**src/hdl/bpsc_pkg.sv**
```systemverilog
// bpsc_pkg: shared types and codes for the breakpoint and step control unit
// used by the slot cells, the controller and the top level; no dependencies

package bpsc_pkg;

	// widest slot index (up to 256 slots)
	localparam int IDX_W = 8;
	localparam int KEY_W = 24;
	localparam int LINE_W = 16;
	localparam int DEPTH_W = 10;

	// command codes carried in func
	localparam logic [3:0] FN_STMT     = 4'd0;
	localparam logic [3:0] FN_LOAD     = 4'd1;
	localparam logic [3:0] FN_RUN      = 4'd2;
	localparam logic [3:0] FN_STEP_IN  = 4'd3;
	localparam logic [3:0] FN_STEP_OV  = 4'd4;
	localparam logic [3:0] FN_STEP_OUT = 4'd5;
	localparam logic [3:0] FN_SET      = 4'd6;
	localparam logic [3:0] FN_DEL      = 4'd7;
	localparam logic [3:0] FN_CLR      = 4'd8;

	// status codes
	localparam logic [1:0] STS_OK      = 2'd0;
	localparam logic [1:0] STS_BAD_ST  = 2'd1;
	localparam logic [1:0] STS_NO_PROG = 2'd2;
	localparam logic [1:0] STS_FULL    = 2'd3;

	// marker for no pause line yet
	localparam logic [LINE_W:0] NO_LINE = '1;

	typedef enum logic [1:0] {
		SS_INIT    = 2'd0,
		SS_READY   = 2'd1,
		SS_RUNNING = 2'd2,
		SS_PAUSED  = 2'd3
	} sess_t;

	typedef enum logic [1:0] {
		SK_NONE = 2'd0,
		SK_INTO = 2'd1,
		SK_OVER = 2'd2,
		SK_OUT  = 2'd3
	} step_t;

	typedef enum logic [1:0] {
		CS_IDLE  = 2'd0,
		CS_SWEEP = 2'd1,
		CS_DONE  = 2'd2
	} ctl_state_t;

	// search token walking down the slot chain
	typedef struct packed {
		logic             vld;
		logic [KEY_W-1:0] key;
		logic             hit;
		logic [IDX_W-1:0] hit_idx;
		logic             free;
		logic [IDX_W-1:0] free_idx;
	} token_t;

	// slot update broadcast from the controller
	typedef struct packed {
		logic             en;
		logic             clr;
		logic             set;
		logic [IDX_W-1:0] idx;
		logic [KEY_W-1:0] key;
	} slot_wr_t;

endpackage

```
**src/hdl/bpsc_if.sv**
```systemverilog
// bpsc_if: valid/ready channel interfaces for commands and results
// no dependencies

interface bpsc_cmd_if;
	logic        valid;
	logic        ready;
	logic [3:0]  func;
	logic [7:0]  file_id;
	logic [15:0] line_no;
	logic [9:0]  call_depth;

	modport source(output valid, func, file_id, line_no, call_depth, input ready);
	modport sink(input valid, func, file_id, line_no, call_depth, output ready);
endinterface

interface bpsc_res_if;
	logic       valid;
	logic       ready;
	logic       paused;
	logic [1:0] status;
	logic [1:0] session_state;
	logic [4:0] bp_count;

	modport source(output valid, paused, status, session_state, bp_count, input ready);
	modport sink(input valid, paused, status, session_state, bp_count, output ready);
endinterface

```
**src/hdl/bpsc_cell.sv**
```systemverilog
// bpsc_cell: one breakpoint slot; holds valid and key, updates the passing
// search token and registers it for the next slot; uses bpsc_pkg

module bpsc_cell #(
	parameter int IDX = 0
) (
	input  logic              clk,
	input  logic              arst_n,
	input  bpsc_pkg::token_t  tok_in,
	output bpsc_pkg::token_t  tok_out,
	input  bpsc_pkg::slot_wr_t wr
);
	import bpsc_pkg::*;

	logic             valid_q;
	logic [KEY_W-1:0] key_q;
	logic             match;
	logic             empty;
	logic             vld_q;
	token_t           tok_q;
	token_t           tok_n;

	localparam logic [IDX_W-1:0] MY_IDX = IDX_W'(IDX);

	// compare against this slot and fold into the token
	assign match = valid_q && (key_q == tok_in.key);
	assign empty = !valid_q;

	always_comb begin
		tok_n = tok_in;
		if (!tok_in.hit && match) begin
			tok_n.hit     = 1'b1;
			tok_n.hit_idx = MY_IDX;
		end
		if (!tok_in.free && empty) begin
			tok_n.free     = 1'b1;
			tok_n.free_idx = MY_IDX;
		end
	end

	// token stage toward the next slot
	always_ff @(posedge clk or negedge arst_n) begin
		if (!arst_n) begin
			vld_q <= 1'b0;
		end else begin
			vld_q <= tok_in.vld;
		end
	end

	always_ff @(posedge clk) begin
		tok_q <= tok_n;
	end

	always_comb begin
		tok_out     = tok_q;
		tok_out.vld = vld_q;
	end

	// slot valid bit
	always_ff @(posedge clk or negedge arst_n) begin
		if (!arst_n) begin
			valid_q <= 1'b0;
		end else if (wr.clr) begin
			valid_q <= 1'b0;
		end else if (wr.en && wr.idx == MY_IDX) begin
			valid_q <= wr.set;
		end
	end

	// slot key, written only when the slot is filled
	always_ff @(posedge clk) begin
		if (wr.en && wr.set && wr.idx == MY_IDX) begin
			key_q <= wr.key;
		end
	end

endmodule

```
**src/hdl/bpsc_ctrl.sv**
```systemverilog
// bpsc_ctrl: session and step state, command decode, slot updates and the
// result register; uses bpsc_pkg and the channel interfaces

module bpsc_ctrl #(
	parameter int CNT_W = 5
) (
	input  logic               clk,
	input  logic               arst_n,
	bpsc_cmd_if.sink           cmd,
	bpsc_res_if.source         res,
	output bpsc_pkg::token_t   tok_first,
	input  bpsc_pkg::token_t   tok_last,
	output bpsc_pkg::slot_wr_t wr
);
	import bpsc_pkg::*;

	ctl_state_t state_q;
	ctl_state_t state_n;

	// held transaction
	logic [3:0]         func_q;
	logic [KEY_W-1:0]   key_q;
	logic [LINE_W-1:0]  line_q;
	logic [DEPTH_W-1:0] depth_q;
	token_t             srch_q;

	// session state
	sess_t              mode_q, mode_n;
	step_t              step_q, step_n;
	logic [DEPTH_W-1:0] start_q, start_n;
	logic [LINE_W:0]    last_q, last_n;
	logic [CNT_W-1:0]   cnt_q, cnt_n;

	// result register
	logic               ovld_q;
	logic               paused_q, paused_n;
	logic [1:0]         status_q, status_n;
	logic [CNT_W+4:0]   cnt_ext;

	logic               accept;
	logic               commit;
	logic               hit;
	slot_wr_t           wr_n;

	assign accept = cmd.valid && cmd.ready;

	// next state
	always_comb begin
		state_n = state_q;
		case (state_q)
			CS_IDLE:  if (accept) state_n = CS_SWEEP;
			CS_SWEEP: if (tok_last.vld) state_n = CS_DONE;
			CS_DONE:  if (!ovld_q || res.ready) state_n = CS_IDLE;
			default:  state_n = CS_IDLE;
		endcase
	end

	// state outputs
	always_comb begin
		cmd.ready = 1'b0;
		commit    = 1'b0;
		case (state_q)
			CS_IDLE:  cmd.ready = 1'b1;
			CS_SWEEP: commit = 1'b0;
			CS_DONE:  commit = !ovld_q || res.ready;
			default:  commit = 1'b0;
		endcase
	end

	always_ff @(posedge clk or negedge arst_n) begin
		if (!arst_n) begin
			state_q <= CS_IDLE;
		end else begin
			state_q <= state_n;
		end
	end

	// launch the search token with the transaction key
	always_comb begin
		tok_first          = '0;
		tok_first.vld      = accept;
		tok_first.key      = {cmd.file_id, cmd.line_no};
	end

	always_ff @(posedge clk) begin
		if (accept) begin
			func_q  <= cmd.func;
			key_q   <= {cmd.file_id, cmd.line_no};
			line_q  <= cmd.line_no;
			depth_q <= cmd.call_depth;
		end
		if (tok_last.vld) begin
			srch_q <= tok_last;
		end
	end

	// pause decision for a statement event
	always_comb begin
		case (step_q)
			SK_INTO: hit = 1'b1;
			SK_OVER: hit = (depth_q < start_q) ||
				(depth_q == start_q && {1'b0, line_q} != last_q);
			SK_OUT:  hit = depth_q < start_q;
			default: hit = srch_q.hit;
		endcase
	end

	// command decode
	always_comb begin
		mode_n   = mode_q;
		step_n   = step_q;
		start_n  = start_q;
		last_n   = last_q;
		cnt_n    = cnt_q;
		paused_n = 1'b0;
		status_n = STS_OK;
		wr_n     = '0;
		wr_n.key = key_q;
		case (func_q)
			FN_STMT: begin
				if (mode_q == SS_RUNNING && hit) begin
					paused_n = 1'b1;
					mode_n   = SS_PAUSED;
					step_n   = SK_NONE;
					last_n   = {1'b0, line_q};
				end
			end
			FN_LOAD: begin
				if (mode_q == SS_INIT) mode_n = SS_READY;
				else status_n = STS_BAD_ST;
			end
			FN_RUN: begin
				if (mode_q == SS_INIT) status_n = STS_NO_PROG;
				else mode_n = SS_RUNNING;
			end
			FN_STEP_IN: begin
				if (mode_q == SS_PAUSED) begin
					step_n  = SK_INTO;
					start_n = depth_q;
					mode_n  = SS_RUNNING;
				end else if (mode_q == SS_READY) begin
					step_n  = SK_INTO;
					start_n = '0;
					last_n  = NO_LINE;
					mode_n  = SS_RUNNING;
				end else begin
					status_n = STS_BAD_ST;
				end
			end
			FN_STEP_OV, FN_STEP_OUT: begin
				if (mode_q == SS_PAUSED) begin
					step_n  = (func_q == FN_STEP_OV) ? SK_OVER : SK_OUT;
					start_n = depth_q;
					mode_n  = SS_RUNNING;
				end else begin
					status_n = STS_BAD_ST;
				end
			end
			FN_SET: begin
				if (!srch_q.hit) begin
					if (srch_q.free) begin
						wr_n.en  = 1'b1;
						wr_n.set = 1'b1;
						wr_n.idx = srch_q.free_idx;
						cnt_n    = cnt_q + 1'b1;
					end else begin
						status_n = STS_FULL;
					end
				end
			end
			FN_DEL: begin
				if (srch_q.hit) begin
					wr_n.en  = 1'b1;
					wr_n.idx = srch_q.hit_idx;
					cnt_n    = cnt_q - 1'b1;
				end
			end
			FN_CLR: begin
				wr_n.clr = 1'b1;
				cnt_n    = '0;
			end
			default: status_n = STS_OK;
		endcase
	end

	// slot update only on commit
	always_comb begin
		wr     = wr_n;
		wr.en  = wr_n.en && commit;
		wr.clr = wr_n.clr && commit;
	end

	always_ff @(posedge clk or negedge arst_n) begin
		if (!arst_n) begin
			mode_q  <= SS_INIT;
			step_q  <= SK_NONE;
			start_q <= '0;
			last_q  <= NO_LINE;
			cnt_q   <= '0;
		end else if (commit) begin
			mode_q  <= mode_n;
			step_q  <= step_n;
			start_q <= start_n;
			last_q  <= last_n;
			cnt_q   <= cnt_n;
		end
	end

	// result register
	always_ff @(posedge clk or negedge arst_n) begin
		if (!arst_n) begin
			ovld_q <= 1'b0;
		end else if (commit) begin
			ovld_q <= 1'b1;
		end else if (res.ready) begin
			ovld_q <= 1'b0;
		end
	end

	always_ff @(posedge clk) begin
		if (commit) begin
			paused_q <= paused_n;
			status_q <= status_n;
		end
	end

	assign cnt_ext           = {5'b0, cnt_q};
	assign res.valid         = ovld_q;
	assign res.paused        = paused_q;
	assign res.status        = status_q;
	assign res.session_state = mode_q;
	assign res.bp_count      = cnt_ext[4:0];

endmodule

```
**src/hdl/breakpoint_step_control_unit.sv**
```systemverilog
// breakpoint_step_control_unit: top level, chain of breakpoint slot cells
// and the session controller; uses bpsc_pkg, bpsc_if, bpsc_cell, bpsc_ctrl
//
// Usage:
//   cmd carries one command or statement event per transaction (func,
//   file_id, line_no, call_depth); res returns exactly one result per
//   transaction (paused, status, session_state, bp_count), in order.
//   Each transaction sends a search token down the row of BP_SLOTS slot
//   cells, one cell per cycle, collecting the first matching slot and the
//   first free slot. The controller then applies the command and loads the
//   result register. One transaction is in flight at a time, so a new one
//   is taken only once the last one has committed its result.
//   Reset clears the session to init, the step mode to none, the pause line
//   to no line and every slot valid bit; slot keys are left as they are.
//   When res stalls, the finished result holds in its register and the next
//   transaction waits in the controller before commit, so nothing is lost.

module breakpoint_step_control_unit #(
	parameter int BP_SLOTS = 16
) (
	input logic clk,
	input logic arst_n,
	bpsc_cmd_if.sink   cmd,
	bpsc_res_if.source res
);
	import bpsc_pkg::*;

	localparam int CNT_W = $clog2(BP_SLOTS + 1);

	token_t                tok [BP_SLOTS+1];
	slot_wr_t              wr;
	logic [BP_SLOTS-1:0]   tok_vld;

	bpsc_ctrl #(
		.CNT_W(CNT_W)
	) u_ctrl (
		.clk      (clk),
		.arst_n   (arst_n),
		.cmd      (cmd),
		.res      (res),
		.tok_first(tok[0]),
		.tok_last (tok[BP_SLOTS]),
		.wr       (wr)
	);

	// slot row
	for (genvar i = 0; i < BP_SLOTS; i++) begin : g_slot
		bpsc_cell #(
			.IDX(i)
		) u_cell (
			.clk    (clk),
			.arst_n (arst_n),
			.tok_in (tok[i]),
			.tok_out(tok[i+1]),
			.wr     (wr)
		);
		assign tok_vld[i] = tok[i+1].vld;
	end

	// one transaction at a time
	a_one_in_flight: assert property (@(posedge clk) disable iff (!arst_n)
		cmd.valid && cmd.ready |=> !cmd.ready)
		else $error("command taken while another is in flight");

	// at most one search token in the slot row
	a_single_token: assert property (@(posedge clk) disable iff (!arst_n)
		$onehot0(tok_vld))
		else $error("more than one search token in the slot row");

	// token leaving the row never meets an open command port
	a_token_busy: assert property (@(posedge clk) disable iff (!arst_n)
		tok[BP_SLOTS].vld |-> !cmd.ready)
		else $error("search finished while controller idle");

	// count stays within the table size
	a_count_range: assert property (@(posedge clk) disable iff (!arst_n)
		res.valid |-> (BP_SLOTS > 31) || (32'(res.bp_count) <= 32'(BP_SLOTS)))
		else $error("breakpoint count beyond table size");

endmodule
```
**src/flat_wrapper.sv**
```systemverilog
// flat-port wrapper written by rule: the top's interface ports become plain ports
module breakpoint_step_control_unit_flat import bpsc_pkg::*;
#(
	parameter int BP_SLOTS = 16
)
  (clk, arst_n, cmd_valid, cmd_func, cmd_file_id, cmd_line_no, cmd_call_depth, cmd_ready, res_valid, res_paused, res_status, res_session_state, res_bp_count, res_ready);
  bpsc_cmd_if cmd_i ();
  bpsc_res_if res_i ();
  input logic clk;
  input logic arst_n;
  input wire logic [$bits(cmd_i.valid)-1:0] cmd_valid;
  input wire logic [$bits(cmd_i.func)-1:0] cmd_func;
  input wire logic [$bits(cmd_i.file_id)-1:0] cmd_file_id;
  input wire logic [$bits(cmd_i.line_no)-1:0] cmd_line_no;
  input wire logic [$bits(cmd_i.call_depth)-1:0] cmd_call_depth;
  output wire logic [$bits(cmd_i.ready)-1:0] cmd_ready;
  output wire logic [$bits(res_i.valid)-1:0] res_valid;
  output wire logic [$bits(res_i.paused)-1:0] res_paused;
  output wire logic [$bits(res_i.status)-1:0] res_status;
  output wire logic [$bits(res_i.session_state)-1:0] res_session_state;
  output wire logic [$bits(res_i.bp_count)-1:0] res_bp_count;
  input wire logic [$bits(res_i.ready)-1:0] res_ready;
  assign cmd_i.valid = cmd_valid;
  assign cmd_i.func = cmd_func;
  assign cmd_i.file_id = cmd_file_id;
  assign cmd_i.line_no = cmd_line_no;
  assign cmd_i.call_depth = cmd_call_depth;
  assign cmd_ready = cmd_i.ready;
  assign res_valid = res_i.valid;
  assign res_paused = res_i.paused;
  assign res_status = res_i.status;
  assign res_session_state = res_i.session_state;
  assign res_bp_count = res_i.bp_count;
  assign res_i.ready = res_ready;
  breakpoint_step_control_unit #(.BP_SLOTS(BP_SLOTS)) u_core (.clk(clk), .arst_n(arst_n), .cmd(cmd_i), .res(res_i));
endmodule
```
**config.mk**
```make
export PLATFORM = sky130hd
export DESIGN_NAME = breakpoint_step_control_unit_flat
export DESIGN_NICKNAME = d
export VERILOG_FILES = /design/src/hdl/bpsc_pkg.sv /design/src/hdl/bpsc_if.sv /design/src/hdl/bpsc_cell.sv /design/src/hdl/bpsc_ctrl.sv /design/src/hdl/breakpoint_step_control_unit.sv /design/src/flat_wrapper.sv
export SDC_FILE = /design/constraint.sdc
export NUM_CORES = 1
export LEC_CHECK = 0
export BUFFER_PORTS_ARGS = -buffer_cell sky130_fd_sc_hd__buf_4
export CAP_MARGIN = 10
export CORE_MARGIN = 2
export CORE_UTILIZATION = 35
export CTS_CLUSTER_SIZE = 14
export DETAILED_ROUTE_END_ITERATION = 16
export GPL_ROUTABILITY_DRIVEN = 0
export GPL_TIMING_DRIVEN = 0
export PLACE_DENSITY = 0.51
export SLEW_MARGIN = 20
export SYNTH_ARGS = -nofsm -noshare
export SYNTH_HDL_FRONTEND = slang
export SYNTH_HIERARCHICAL = 1
export SYNTH_SLANG_ARGS = --single-unit
export TNS_END_PERCENT = 1
```
**constraint.sdc**
```tcl
create_clock -name clk -period 12.3 [get_ports clk]
set_input_delay 0 -clock clk [delete_from_list [all_inputs] [get_ports clk]]
set_output_delay 0 -clock clk [all_outputs]
set_load 0.005 [all_outputs]
```
==> impl_results.md <==
* RR Endpoint: u_core/g_slot[14].u_cell/key_q[23]
* Layout filler cell count at 9580
* Vias in the first global route at 18268
* RSZ-0062 raised after global routing: no
* Critical Path Source Type: flop
* Area Overhead vs Synth at 17.9%
* Storage element area at 28100 um^2
* Hold Path Class: primary input to flop
* Clock Tree Root: clkbuf_16
* Syn Area/Cell at 15.6 um^2
* Final hold vios at 0
* Status: completed
* Core area at 106000 um^2
* Mapped Cells at 2388
* Maximum VDD drop at 139 uV
* Min-Delay Endpoint: u_core/u_ctrl/depth_q[8]
* Vias per cell at 4.25
* I/O Pins at 54
* Placement Rows at 119
* CTS tree: yes
* Pin count of the biggest net entering global routing at 72
* Required @ worst endpoint at 12660 ps
* Die Y at 331 um
* Slew of the pin with the lowest slew margin at 908 ps
* Total Wirelength at 63.8 mm
* Critical R2R Launch: u_core/u_ctrl/func_q[3]
* Hold path depth at 2
* DRT iter0 DRCs at 777
* Pwr Density at 178 nW/um^2
* Ratio of cells with drive above 1 in the final layout at 0.155
* Endpoints failing setup at 0
* DP Wirelength at 46.4 mm
* Tot GR Track Use at 0.119
* H-tree lvl count at 3
* Port Buffer Count at 53
* TritonCTS buffer count at 115
* Crit. End Element: flop
* First-pass GRT wire length at 102 mm
* Initial Utilization at 0.354
* Worst-skew pair later-pin latency at 680 ps
* R2R Setup Slk at 8070 ps
* Drt drc at 0
* Final Hold Slack at 49.7 ps
* Post-place setup slack at 7940 ps
* WL/cell at 15.5 um
* Area occupied by multi-input gates at 8790 um^2
* Hold path startpoint: cmd_call_depth[8]
* Fin crit share at 0.344
* Ys Warns at 6
* GR Overflow Total at 0
* Clk buf depth at 3
* Postcts setup bufs at 0
* Slew HR at 0.395
* Worst R2R Path Depth at 12
* Die width at 331 um
* Fmax at 0.237 GHz
* Final nets at 2682
* Max_cap viols at 0
* Cell Area, Synth at 37300 um^2
* Worst setup margin at 8070 ps
* Post-cts resize count at 0
* Die ar. at 109000 um^2
* Max FO, Critical Path at 18
* Ant. Diodes at 0
* Final slew viol count at 0
* Min cycle time layout at 4230 ps
* DR pass1 iterations at 4
* Post-route ant nets at 0
* WS Path Type: flop to flop
* Setup TNS Final at 0 ps
* Clk sinks at 1162
* Worst Skew at 31.8 ps
* Vias at 17502
* Worst-path clk slew at 60 ps
* Antenna violations before repair at 0
* Leak at 16.1 nW
* Crit path DAT at 4580 ps
[layout make-up]
cell class,instances,share of cell area
Buffer,73,0.0118
Clock buffer,177,0.0775
Clock inverter,42,0.0118
Inverter,19,0.00162
Multi-Input combinational cell,1151,0.200
Sequential cell,1162,0.638
Tap cell,1391,0.0395
Timing Repair Buffer,104,0.0207
[flip-flops by register name, indices dropped and copies added (netlist names), 16 cells and up]
| signal | cells |
|---|---|
| u_core/u_ctrl/key_q | 24 |
| u_core/g_slot.u_cell/key_q | 384 |
| u_core/u_ctrl/last_q | 17 |
| u_core/g_slot.u_cell/vld_q | 16 |
| u_core/g_slot.u_cell/valid_q | 16 |
| u_core/g_slot.u_cell/tok_out | 648 |
| u_core/u_ctrl/srch_q | 18 |
[worst max path at each step]
| stage | from | endpoint | slack, ps | cells past startpoint |
|---|---|---|---|---|
| after global routing | u_core/u_ctrl/func_q[3] | u_core/g_slot[14].u_cell/key_q[23] | 7670 | 12 |
| after floorplan | u_core/u_ctrl/func_q[1] | u_core/g_slot[15].u_cell/key_q[0] | 8320 | 9 |
| after detailed placement | u_core/u_ctrl/func_q[3] | u_core/g_slot[10].u_cell/key_q[9] | 7940 | 8 |
| final | u_core/u_ctrl/func_q[3] | u_core/g_slot[14].u_cell/key_q[23] | 8070 | 12 |
| after global placement | u_core/u_ctrl/func_q[3] | u_core/g_slot[15].u_cell/key_q[16] | 6680 | 10 |
| after CTS | u_core/u_ctrl/func_q[3] | u_core/g_slot[10].u_cell/key_q[2] | 7920 | 8 |
[repair_timing]
item	CTS	global route
hold endpoints to repair	134	18
setup endpoints to repair	0	0
hold buffers	41	1
[worst max-delay path: stages (launching register included)]
cell	delay, ps
edfxtp_1	360
clkbuf_1	220
nor2b_1	260
and3_1	380
and2_1	170
buf_2	230
o21ai_1	180
inv_1	560
nor4b_1	320
nand3b_1	190
nor4_4	540
buf_4	320
buf_6	180
[metrics by stage]
step,total power [mW],cells,util,area (um^2)
after floorplan,4.34,2405,-,37400
after global placement,4.40,3849,0.375,39500
after detailed placement,4.41,3858,0.376,39700
after CTS,7.93,4118,0.417,44000
after global routing,8.11,4119,0.417,44000
final,7.82,4119,0.417,44000
[report_power, final]
group	total, mW	switching [mW]	internal (mW)
registers	4.16	0.0604	4.10
clock network	3.49	1.39	2.10
logic	0.169	0.0636	0.106
total	7.82	1.51	6.31
[layout by cell type, fill, tap and decap left out, drive strengths merged, types with 5 or more instances in the layout]
| cell type | n |
|---|---|
| nor2 | 49 |
| dfstp | 17 |
| or2 | 32 |
| nand2b | 19 |
| a21oi | 22 |
| xor2 | 13 |
| nand3b | 20 |
| buf | 128 |
| clkinv | 26 |
| dfrtp | 54 |
| xnor2 | 391 |
| clkbuf | 184 |
| nor3 | 26 |
| o22a | 16 |
| a21boi | 96 |
| nor2b | 102 |
| nor4bb | 6 |
| nand2 | 36 |
| o21ai | 23 |
| dfxtp | 648 |
| inv | 24 |
| edfxtp | 443 |
| nand4 | 81 |
| nor4b | 7 |
| nand3 | 35 |
| nor3b | 9 |
| ha | 13 |
| nor4 | 23 |
| and3 | 5 |
| conb | 18 |
| a22o | 13 |
| a21o | 51 |
| and4 | 12 |
| dlygate4sd3 | 42 |
| bufinv | 9 |
[layer usage]
metal	vias up	GRT usage	wire (um)
met2	254	0.207	31500
met3	116	0.0227	2200
li1	8820	-	-
met5	-	0	0
met4	0	0.0413	1920
met1	8312	0.149	28200
Power figures use the tool's default switching activity.
